## config.mk

```make
export PLATFORM = sky130hd
export DESIGN_NAME = shuffled_lehmer_uniform_generator
export DESIGN_NICKNAME = d
export VERILOG_FILES = /design/src/rtl/core/slug_pkg.sv /design/src/rtl/core/slug_ram.sv /design/src/rtl/core/slug_ctrl.sv /design/src/rtl/core/slug_dp.sv /design/src/rtl/core/shuffled_lehmer_uniform_generator.sv
export SDC_FILE = /design/constraint.sdc
export NUM_CORES = 2
export LEC_CHECK = 0
export BUFFER_PORTS_ARGS = -buffer_cell sky130_fd_sc_hd__buf_2
export CAP_MARGIN = 20
export CORE_MARGIN = 8
export CORE_UTILIZATION = 45
export DETAILED_ROUTE_END_ITERATION = 7
export PLACE_DENSITY_LB_ADDON = 0.25
export SLEW_MARGIN = 5
export SYNTH_ARGS = -nofsm -noshare
export SYNTH_HDL_FRONTEND = slang
export SYNTH_SLANG_ARGS = --single-unit
```

## constraint.sdc

```tcl
create_clock -name clk -period 16.64 [get_ports clk]
set_input_delay 1.664 -clock clk [delete_from_list [all_inputs] [get_ports clk]]
set_output_delay 1.664 -clock clk [all_outputs]
set_load 0.02 [all_outputs]
```

## src/rtl/core/slug_pkg.sv

```systemverilog
// Shared types, constants and the modular fold for the shuffled Lehmer generator.
// Used by the controller, the datapath and the top level; depends on nothing.
package slug_pkg;

	localparam logic [14:0] LEHMER_MUL = 15'd16807;
	localparam logic [30:0] LEHMER_MOD = 31'h7FFF_FFFF;
	localparam logic [31:0] SEED_RESET = 32'd123456;

	typedef enum logic [3:0] {
		ST_IDLE,
		ST_SEED_ABS,
		ST_SEED_LD,
		ST_W_MUL,
		ST_W_RED,
		ST_W_WR,
		ST_D_MUL,
		ST_D_RED,
		ST_D_FIX,
		ST_D_RD,
		ST_D_OUT
	} slug_state_t;

	typedef struct packed {
		logic mag_en;
		logic seed_en;
		logic step_mul;
		logic step_red;
		logic warm_wr;
		logic slot_fix;
		logic draw_done;
	} dp_cmd_t;

	typedef struct packed {
		logic filled;
		logic warm_last;
		logic out_full;
	} dp_status_t;

	// Reduce p mod 2^31-1 for p below 2^46: fold the high bits onto the low bits.
	function automatic logic [30:0] lmod_fold(input logic [45:0] p);
		logic [31:0] s;
		logic [31:0] d;
		s = {1'b0, p[30:0]} + {17'b0, p[45:31]};
		d = s - {1'b0, LEHMER_MOD};
		return (s >= {1'b0, LEHMER_MOD}) ? d[30:0] : s[30:0];
	endfunction

endpackage

```

## src/rtl/core/slug_ram.sv

```systemverilog
// Generic single-write, single-read RAM with registered read data.
// No dependencies.
module slug_ram #(
	parameter int WIDTH = 31,
	parameter int DEPTH = 32
) (
	input  logic                     clk,
	input  logic                     we,
	input  logic [$clog2(DEPTH)-1:0] waddr,
	input  logic [WIDTH-1:0]         wdata,
	input  logic [$clog2(DEPTH)-1:0] raddr,
	output logic [WIDTH-1:0]         rdata
);

	logic [WIDTH-1:0] mem_q [DEPTH];

	always_ff @(posedge clk) begin
		if (we) begin
			mem_q[waddr] <= wdata;
		end
		rdata <= mem_q[raddr];
	end

endmodule

```

## src/rtl/core/slug_ctrl.sv

```systemverilog
// Sequencer for seeding, table warm-up and shuffled draws.
// Depends on slug_pkg for the state type and the command and status structs.
module slug_ctrl (
	input  logic                 clk,
	input  logic                 arst_n,
	input  logic                 in_valid,
	input  logic                 draw,
	output logic                 in_stall,
	input  slug_pkg::dp_status_t st,
	output slug_pkg::dp_cmd_t    cmd
);
	import slug_pkg::*;

	slug_state_t state_q;
	slug_state_t state_d;
	logic        accept;

	assign accept = in_valid && !in_stall;

	always_ff @(posedge clk or negedge arst_n) begin
		if (!arst_n) begin
			state_q <= ST_IDLE;
		end else begin
			state_q <= state_d;
		end
	end

	always_comb begin
		state_d = state_q;
		unique case (state_q)
			ST_IDLE: begin
				if (accept && draw) begin
					state_d = st.filled ? ST_D_MUL : ST_SEED_ABS;
				end
			end
			ST_SEED_ABS: state_d = ST_SEED_LD;
			ST_SEED_LD:  state_d = ST_W_MUL;
			ST_W_MUL:    state_d = ST_W_RED;
			ST_W_RED:    state_d = ST_W_WR;
			ST_W_WR:     state_d = st.warm_last ? ST_D_MUL : ST_W_MUL;
			ST_D_MUL:    state_d = ST_D_RED;
			ST_D_RED:    state_d = ST_D_FIX;
			ST_D_FIX:    state_d = ST_D_RD;
			ST_D_RD:     state_d = ST_D_OUT;
			ST_D_OUT: begin
				if (!st.out_full) begin
					state_d = ST_IDLE;
				end
			end
			default:     state_d = ST_IDLE;
		endcase
	end

	always_comb begin
		cmd      = '0;
		in_stall = 1'b1;
		unique case (state_q)
			ST_IDLE:     in_stall = 1'b0;
			ST_SEED_ABS: cmd.mag_en = 1'b1;
			ST_SEED_LD:  cmd.seed_en = 1'b1;
			ST_W_MUL:    cmd.step_mul = 1'b1;
			ST_W_RED:    cmd.step_red = 1'b1;
			ST_W_WR:     cmd.warm_wr = 1'b1;
			ST_D_MUL:    cmd.step_mul = 1'b1;
			ST_D_RED:    cmd.step_red = 1'b1;
			ST_D_FIX:    cmd.slot_fix = 1'b1;
			ST_D_RD:     cmd = '0;
			ST_D_OUT:    cmd.draw_done = !st.out_full;
			default:     cmd = '0;
		endcase
	end

endmodule

```

## src/rtl/core/slug_dp.sv

```systemverilog
// Datapath: seed register, Lehmer step, slot selection, shuffle table and output word.
// Depends on slug_pkg and slug_ram.
module slug_dp #(
	parameter int TABLE_SIZE = 32
) (
	input  logic                 clk,
	input  logic                 arst_n,
	input  logic                 seed_wr_en,
	input  logic [31:0]          seed_wr_data,
	input  slug_pkg::dp_cmd_t    cmd,
	output slug_pkg::dp_status_t st,
	output logic                 out_valid,
	input  logic                 out_stall,
	output logic [30:0]          deviate
);
	import slug_pkg::*;

	localparam int AW = $clog2(TABLE_SIZE);
	localparam int CW = $clog2(TABLE_SIZE + 8);
	localparam logic [31:0] SLOT_DIV = 32'(1 + (int'(LEHMER_MOD) - 1) / TABLE_SIZE);
	localparam logic [CW-1:0] WARM_START = CW'(TABLE_SIZE + 7);
	localparam logic [AW:0] SLOT_TOP = (AW + 1)'(TABLE_SIZE - 1);

	logic [31:0]    seed_q;
	logic [31:0]    mag_q;
	logic [30:0]    gen_q;
	logic [30:0]    last_q;
	logic [CW-1:0]  warm_q;
	logic [45:0]    gen_prod_s1;
	logic [30+AW:0] slot_prod_s1;
	logic [AW-1:0]  q0_s2;
	logic [31:0]    qd_s2;
	logic [AW-1:0]  slot_q;
	logic           out_valid_q;
	logic [30:0]    deviate_q;

	logic [30:0]    seed_red;
	logic [AW-1:0]  q0;
	logic [32:0]    qd_hi;
	logic           q_low;
	logic           q_up;
	logic [AW:0]    q_fix;
	logic           warm_in;
	logic           ram_we;
	logic [AW-1:0]  ram_waddr;
	logic [30:0]    ram_rdata;

	assign seed_red = lmod_fold({14'b0, mag_q});
	assign q0       = slot_prod_s1[30+AW:31];
	assign qd_hi    = {1'b0, qd_s2} + {1'b0, SLOT_DIV};
	assign q_low    = {1'b0, last_q} < qd_s2;
	assign q_up     = {2'b0, last_q} >= qd_hi;
	assign warm_in  = warm_q < CW'(TABLE_SIZE);

	always_comb begin
		if (q_low) begin
			q_fix = {1'b0, q0_s2} - (AW + 1)'(1);
		end else if (q_up) begin
			q_fix = {1'b0, q0_s2} + (AW + 1)'(1);
		end else begin
			q_fix = {1'b0, q0_s2};
		end
		if (q_fix > SLOT_TOP) begin
			q_fix = SLOT_TOP;
		end
	end

	always_ff @(posedge clk or negedge arst_n) begin
		if (!arst_n) begin
			seed_q      <= SEED_RESET;
			last_q      <= '0;
			warm_q      <= '0;
			out_valid_q <= 1'b0;
		end else begin
			if (seed_wr_en) begin
				seed_q <= seed_wr_data;
			end
			if (cmd.seed_en) begin
				warm_q <= WARM_START;
			end else if (cmd.warm_wr && (warm_q != '0)) begin
				warm_q <= warm_q - CW'(1);
			end
			if (cmd.warm_wr && (warm_q == '0)) begin
				last_q <= gen_q;
			end else if (cmd.draw_done) begin
				last_q <= ram_rdata;
			end
			if (cmd.draw_done) begin
				out_valid_q <= 1'b1;
			end else if (!out_stall) begin
				out_valid_q <= 1'b0;
			end
		end
	end

	always_ff @(posedge clk) begin
		if (cmd.mag_en) begin
			mag_q <= seed_q[31] ? (32'd0 - seed_q) : seed_q;
		end
		if (cmd.seed_en) begin
			gen_q <= (seed_red == '0) ? 31'd1 : seed_red;
		end else if (cmd.step_red) begin
			gen_q <= lmod_fold(gen_prod_s1);
		end
		if (cmd.step_mul) begin
			gen_prod_s1  <= {15'b0, gen_q} * {31'b0, LEHMER_MUL};
			slot_prod_s1 <= {{AW{1'b0}}, last_q} * (31 + AW)'(TABLE_SIZE);
		end
		if (cmd.step_red) begin
			q0_s2 <= q0;
			qd_s2 <= {{(32 - AW){1'b0}}, q0} * SLOT_DIV;
		end
		if (cmd.slot_fix) begin
			slot_q <= q_fix[AW-1:0];
		end
		if (cmd.draw_done) begin
			deviate_q <= ram_rdata;
		end
	end

	assign ram_we    = (cmd.warm_wr && warm_in) || cmd.draw_done;
	assign ram_waddr = cmd.warm_wr ? warm_q[AW-1:0] : slot_q;

	slug_ram #(
		.WIDTH(31),
		.DEPTH(TABLE_SIZE)
	) u_table (
		.clk  (clk),
		.we   (ram_we),
		.waddr(ram_waddr),
		.wdata(gen_q),
		.raddr(slot_q),
		.rdata(ram_rdata)
	);

	assign st.filled    = last_q != '0;
	assign st.warm_last = warm_q == '0;
	assign st.out_full  = out_valid_q && out_stall;
	assign out_valid    = out_valid_q;
	assign deviate      = deviate_q;

endmodule

```

## src/rtl/core/shuffled_lehmer_uniform_generator.sv

```systemverilog
// Top level of the shuffled Lehmer uniform generator: controller plus datapath.
// Depends on slug_pkg, slug_ctrl, slug_dp and slug_ram.
//
// Each accepted word with draw set yields one deviate in 1..2^31-2; the uniform value is
// deviate / (2^31-1). A word with draw clear is taken and dropped. After acceptance the
// result word passes through the multiply by 16807, the mod 2^31-1 fold and slot
// estimate, the slot correction, the registered table read and the load of the output
// register. The input is taken again once the output register is loaded, so a new draw
// is not taken before the last one is through. The first draw after reset also loads the
// seed and runs TABLE_SIZE+8 warm-up steps (multiply, fold, table write; the first eight
// steps write nothing to the table). The seed is read only on that first draw. Input is
// taken while a finished word still waits at the output; a second finished draw then
// holds the input until the waiting word is taken.
module shuffled_lehmer_uniform_generator #(
	parameter int TABLE_SIZE = 32
) (
	input  logic        clk,
	input  logic        arst_n,
	input  logic        seed_wr_en,
	input  logic [31:0] seed_wr_data,
	input  logic        in_valid,
	output logic        in_stall,
	input  logic        draw,
	output logic        out_valid,
	input  logic        out_stall,
	output logic [30:0] deviate
);
	import slug_pkg::*;

	dp_cmd_t    cmd;
	dp_status_t st;

	slug_ctrl u_ctrl (
		.clk     (clk),
		.arst_n  (arst_n),
		.in_valid(in_valid),
		.draw    (draw),
		.in_stall(in_stall),
		.st      (st),
		.cmd     (cmd)
	);

	slug_dp #(
		.TABLE_SIZE(TABLE_SIZE)
	) u_dp (
		.clk         (clk),
		.arst_n      (arst_n),
		.seed_wr_en  (seed_wr_en),
		.seed_wr_data(seed_wr_data),
		.cmd         (cmd),
		.st          (st),
		.out_valid   (out_valid),
		.out_stall   (out_stall),
		.deviate     (deviate)
	);

`ifndef SYNTH
	a_done_filled: assert property (@(posedge clk) disable iff (!arst_n)
		cmd.draw_done |-> st.filled)
		else $error("draw finished with an empty table");
	a_nonzero: assert property (@(posedge clk) disable iff (!arst_n)
		out_valid |-> (deviate != '0))
		else $error("zero deviate word");
	a_busy_after_draw: assert property (@(posedge clk) disable iff (!arst_n)
		(in_valid && !in_stall && draw) |=> in_stall)
		else $error("input taken while a draw is in progress");
	a_out_drop: assert property (@(posedge clk) disable iff (!arst_n)
		(out_valid && !out_stall && !cmd.draw_done) |=> !out_valid)
		else $error("output word not dropped after transfer");
`endif

endmodule

```

== After elaboration in Yosys (flattened, before gate mapping) ==
Memories as Yosys holds them, arrays and structs flattened. A register that Yosys moved wholly into a read port is not among the register bits.
Index checks and enable logic that the tools add are counted.

* Reductions and logical operators: 19
* Multiply operators: 1
* Add/subtract/negate cells: 9
* Div/mod/pow operators: 0
* Shifts and indexed selects: 0
* Magnitude comparators: 6
* Mux-type cells: 30
* Eq/ne operators: 13
* Bitwise logic cells: 0

{| class="wikitable"
|+ Operators by type and width
! operator !! count
|-
| two-way mux 31 bit || 8
|-
| greater-or-equal comparator 32 x 31 -> 1 bit, second input constant || 2
|-
| subtractor 31 bit, second input constant || 2
|-
| multiplier 31 x 15 -> 46 bit, second input constant || 1
|-
| case mux 4 bit (11 select lines) || 1
|-
| greater-or-equal comparator 31 x 33 -> 1 bit || 1
|-
| adder 31 x 1 -> 32 bit || 1
|-
| adder 31 x 15 -> 32 bit || 1
|-
| adder 31 x 27 -> 32 bit, second input constant || 1
|-
| subtractor 1 x 32 -> 32 bit, first input constant || 1
|-
| zero test 31 bit || 1
|-
| less-than comparator 31 bit || 1
|-
| nonzero test 31 bit || 1
|-
| two-way mux 6 bit || 4
|-
| equality test 4 x 3 -> 1 bit, second input constant || 4
|-
| equality test 4 bit, second input constant || 3
|-
| two-way mux 1 bit || 12
|-
| equality test 4 x 2 -> 1 bit, second input constant || 2
|-
| two-way mux 4 bit || 2
|-
| adder 5 x 1 -> 6 bit, second input constant || 1
|-
| > comparator 6 x 5 -> 1 bit, second input constant || 1
|-
| logical AND 1 bit || 6
|-
| zero test 6 bit || 1
|-
| less-than comparator 6 bit, second input constant || 1
|-
| other kinds (14) || 19
|}

* Word-level logic and storage cells: 92
* Bits in read-only memories: 0
* Memories: 1
* Bits in registers: 255
* Bits in latches: 0
* Bits of input ports: 38
* Memory bits (writable): 992

{| class="wikitable"
|+ Memory list
! name !! words !! width !! rd ports !! clocked after memory_dff !! write ports !! RTL line !! source
|-
| u_dp.u_table.mem_q || 32 || 31 || 1 || 1 || 1 || slug_ram.sv:15 || <nowiki>logic [WIDTH-1:0] mem_q [DEPTH];</nowiki>
|}

== Longest topological paths before layout ==
* Depth after elaboration: 6
* Mapped depth: 25

== Modules after synthesis ==
Synthesis repeated with hierarchy kept, for this count alone.

* Cell total of the unflattened synthesis: 4174
* Area total of the unflattened synthesis: 59429.5 µm²

{| class="wikitable"
|+ Modules (own cells, without submodules)
! module !! area each (µm²) !! cells an instance !! times used
|-
| slug_ram || 39163.8 || 2192 || 1
|-
| slug_dp || 19872.8 || 1933 || 1
|-
| slug_ctrl || 392.9 || 49 || 1
|}

== Worst setup path after synthesis ==
Ideal clock, no wire load.

* Path type: register -> register
* Start point: reg u_dp.gen_q[13]
* End point: reg u_dp.gen_prod_s1[43], data pin
* Cell stages (with the launch flop): 26
* Buffers on the path: 1
* Arrival time: 6.818 ns
* Period minus slack after synthesis: 7.101 ns
* Library setup time: 0.283 ns
* Path slack: 9.539 ns
* Cells stage by stage: edfxtp_1 > inv_1 > fa_1 > inv_1 > ha_1 > fa_1 > inv_1 > fa_1 > inv_1 > fa_1 > inv_1 > fa_1 > inv_1 > ha_1 > clkbuf_1 > o21ai_0 > a2111oi_0 > o2111a_1 > a211oi_1 > a211oi_1 > a22oi_1 > a221oi_1 > a41o_1 > o21a_1 > nor2_1 > xnor2_1

* Word-level cells in the longest chain between the ends: 1

{| class="wikitable"
|+ Ends and longest elaborated chain
! item !! RTL line !! source
|-
| start, declared || slug_dp.sv:26 || <nowiki>logic [30:0] gen_q;</nowiki>
|-
| start signal, assigned || slug_dp.sv:101 || <nowiki>gen_q <= (seed_red == '0) ? 31'd1 : seed_red;</nowiki>
|-
| start signal, assigned || slug_dp.sv:103 || <nowiki>gen_q <= lmod_fold(gen_prod_s1);</nowiki>
|-
| multiplier 31 x 15 -> 46 bit || slug_dp.sv:106 || <nowiki>gen_prod_s1 <= {15'b0, gen_q} * {31'b0, LEHMER_MUL};</nowiki>
|-
| end signal, assigned || slug_dp.sv:106 ||
|-
| end, declared || slug_dp.sv:29 || <nowiki>logic [45:0] gen_prod_s1;</nowiki>
|}

Every way passes these cells.
A chain may end at the register's enable or synchronous reset.

== Worst setup path after layout ==
* Start point: reg u_dp.gen_q[14]
* End point: reg u_dp.gen_prod_s1[43], data pin

Same word-level chain as after synthesis.

==> metrics <==
Primary FF master, synth edfxtp_1; Initial DRC Count 3181; leading cell type in the layout, fill and taps excluded edfxtp_1; Layout area overhead 12.6%; Cell Area, Synth 58600 um^2; Detail Route Antenna Nets 0; Worst Setup Path Type register to register; DR vias/cell 5.75; core area 129000 um^2; CP arrival 8.34 ns; crit path capture type register; worst reg-to-reg path cell count 25; largest net degree at the start of global routing 133; Syn Area/Cell 16.6 um^2; max-slew violations 0; Crit Reg-Reg Endpoint u_dp.gen_prod_s1[43]; CTS tree built; TNS Setup 0 ns; RSZ-0062 raised after global routing false; FFs w/ async S/R, synth 0.0591; CTS root buffer clkbuf_16; I/O pins 71; worst reg2reg setup slack 8.79 ns; number of max-cap violations 0; Worst EP required 17.13 ns; Synth cell types 103; Hold Crit Class register to register; CP Launch Point u_dp.gen_q[14]; crit start category register; # clock sinks 1252; Vias 31774; die area 142000 um^2; area of the multi-input gates 20100 um^2; drt wl/cell 26.4 um; final hold viol count 0; Final nets 4068; status complete, no violations; sequential area share after synthesis 0.630; clk_lat worst skew 0.75 ns; Hold Buf Count CTS 0; initial antenna violation count 4; Setup Fix Bufs, Post-CTS 0; grt total ovfl 0; I/O Buffers 70; GP Congestion 0.895; Critical Path Sink u_dp.gen_prod_s1[43]; ratio of cells with drive above 1 in the final layout 0.216; hold_sp u_dp.slot_prod_s1[31]; first-pass GRT wire length 217 mm; Fmax achieved 127 MHz; Worst Tran Pin Value 1.11 ns; Die Height 377 um; worst r2r src u_dp.gen_q[14]; yosys warns 0; row count 132; # setup viols final 0; EDFF count, synth 1147; Layout fillers 10461; Die W 377 um; H-tree Lvls 4; clk buf depth 3; #FFs+latches synth 1252; clock-pin slew on the worst setup and hold paths 0.06 ns; DPL Wire Length 85.4 mm; number of global-route vias before repair 32877; gr usage total 0.205; commonest cells after routing, fill and taps aside edfxtp_1, inv_1, mux4_2; register area 36900 um^2; drt total wl 146 mm; clk_skew 0.0413 ns; DR DRC count 0; syn_nets 3918; Worst slew margin 0.258; iteration count of the initial detailed-routing pass 8; Post-CTS Resized 0; CP max FO 38; min Tclk post-route 7.85 ns; CTS buffer count 132; Period Utilization, post-route 0.472; Synth Instances 3526; Initial Util 0.453
stage by stage:
stage | instance area, um^2 | util | std cells | setup slack (ns) | hold slack [ns]
2_1_floorplan | 58600 | - | 3526 | 9.54 | 0.400
4_1_cts | 66000 | 0.510 | 5525 | 8.78 | 0.408
5_1_grt | 66000 | 0.510 | 5525 | 8.32 | 0.423
6_report | 66000 | 0.510 | 5526 | 8.79 | 0.406
3_5_place_dp | 61500 | 0.475 | 5284 | 8.82 | 0.405
3_3_place_gp | 61500 | 0.475 | 5284 | 8.90 | 0.400
final cells by class:
cell class | count | share of cell area
Clock inverter | 62 | 0.0123
Tap cell | 1742 | 0.0330
Antenna cell | 1 | 0.0000379
Multi-Input combinational cell | 1799 | 0.305
Clock buffer | 179 | 0.0557
Sequential cell | 1252 | 0.560
Timing Repair Buffer | 153 | 0.0154
Inverter | 338 | 0.0192
state kept, by name (all words and copies together) (netlist names):
signal,count
u_ctrl.state_q,4
u_dp.deviate,31
u_dp.gen_prod_s1,46
u_dp.gen_q,31
u_dp.last_q,31
u_dp.mag_q,32
u_dp.out_valid,1
u_dp.q0_s2,5
u_dp.seed_q,32
u_dp.slot_prod_s1,5
u_dp.slot_q,5
u_dp.u_table.mem_q,992
u_dp.u_table.rdata,31
u_dp.warm_q,6
worst min-delay path by stage:
| stage | cells past startpoint | to | slack [ns] |
|---|---|---|---|
| 6_report | 0 | u_dp.q0_s2[0] | 0.41 |
| 5_1_grt | 0 | u_dp.q0_s2[2] | 0.42 |
| 4_1_cts | 0 | u_dp.q0_s2[0] | 0.41 |
| 3_5_place_dp | 0 | u_dp.q0_s2[0] | 0.41 |
| 3_3_place_gp | 0 | u_dp.q0_s2[0] | 0.40 |
| 2_1_floorplan | 0 | u_dp.q0_s2[0] | 0.40 |
worst max-delay path, cell delays in order, from the launching register on:
cell	delay, ns
edfxtp_1	0.32
buf_4	0.37
inv_1	0.22
fa_1	0.55
inv_1	0.04
ha_1	0.28
fa_1	0.51
inv_1	0.05
fa_1	0.48
inv_1	0.06
fa_1	0.54
inv_1	0.06
fa_1	0.53
inv_1	0.04
ha_1	0.42
o21ai_0	0.17
a2111oi_0	0.51
o2111a_1	0.26
a211oi_1	0.06
a211oi_1	0.63
a22oi_1	0.30
a221oi_1	0.60
a41o_1	0.29
o21a_1	0.11
nor2_1	0.05
xnor2_1	0.12
synthesized netlist by cell type (63+ instances only):
library cell  count  area share
edfxtp_1       1147        0.59
mux4_2          310        0.12
ha_1            220       0.047
nor2_1          117      0.0075
o21ai_0          63      0.0054
clkbuf_1         92      0.0059
fa_1            134       0.046
dfrtp_1          68       0.029
inv_1           337       0.022
xnor2_1         106       0.016
nand2_1         166       0.011
a21oi_1          64      0.0055
mux2_2           63       0.012
cells by family (layout without fill, tap and decap cells):
family	count (synthesis)	count (layout)	synth area share
xor gates and xnor gates	146	146	0.0218
adders and majority gates	354	354	0.0927
AOI/OAI and AO/OA	366	366	0.0423
other	0	1	0
muxes	382	382	0.133
and+or+nand+nor	551	551	0.0486
buffers and inverters	475	732	0.0317
DFF	1252	1252	0.630
layer usage:
layer / track usage / wire length (um)
met1: 0.275 / 60700
met2: 0.342 / 70600
met3: 0.0337 / 9350
met4: 0.0707 / 5260
met5: 0 / 0
Power is not shown: default switching activity piles up to over one toggle a cycle in this logic, so the estimate is an artifact.
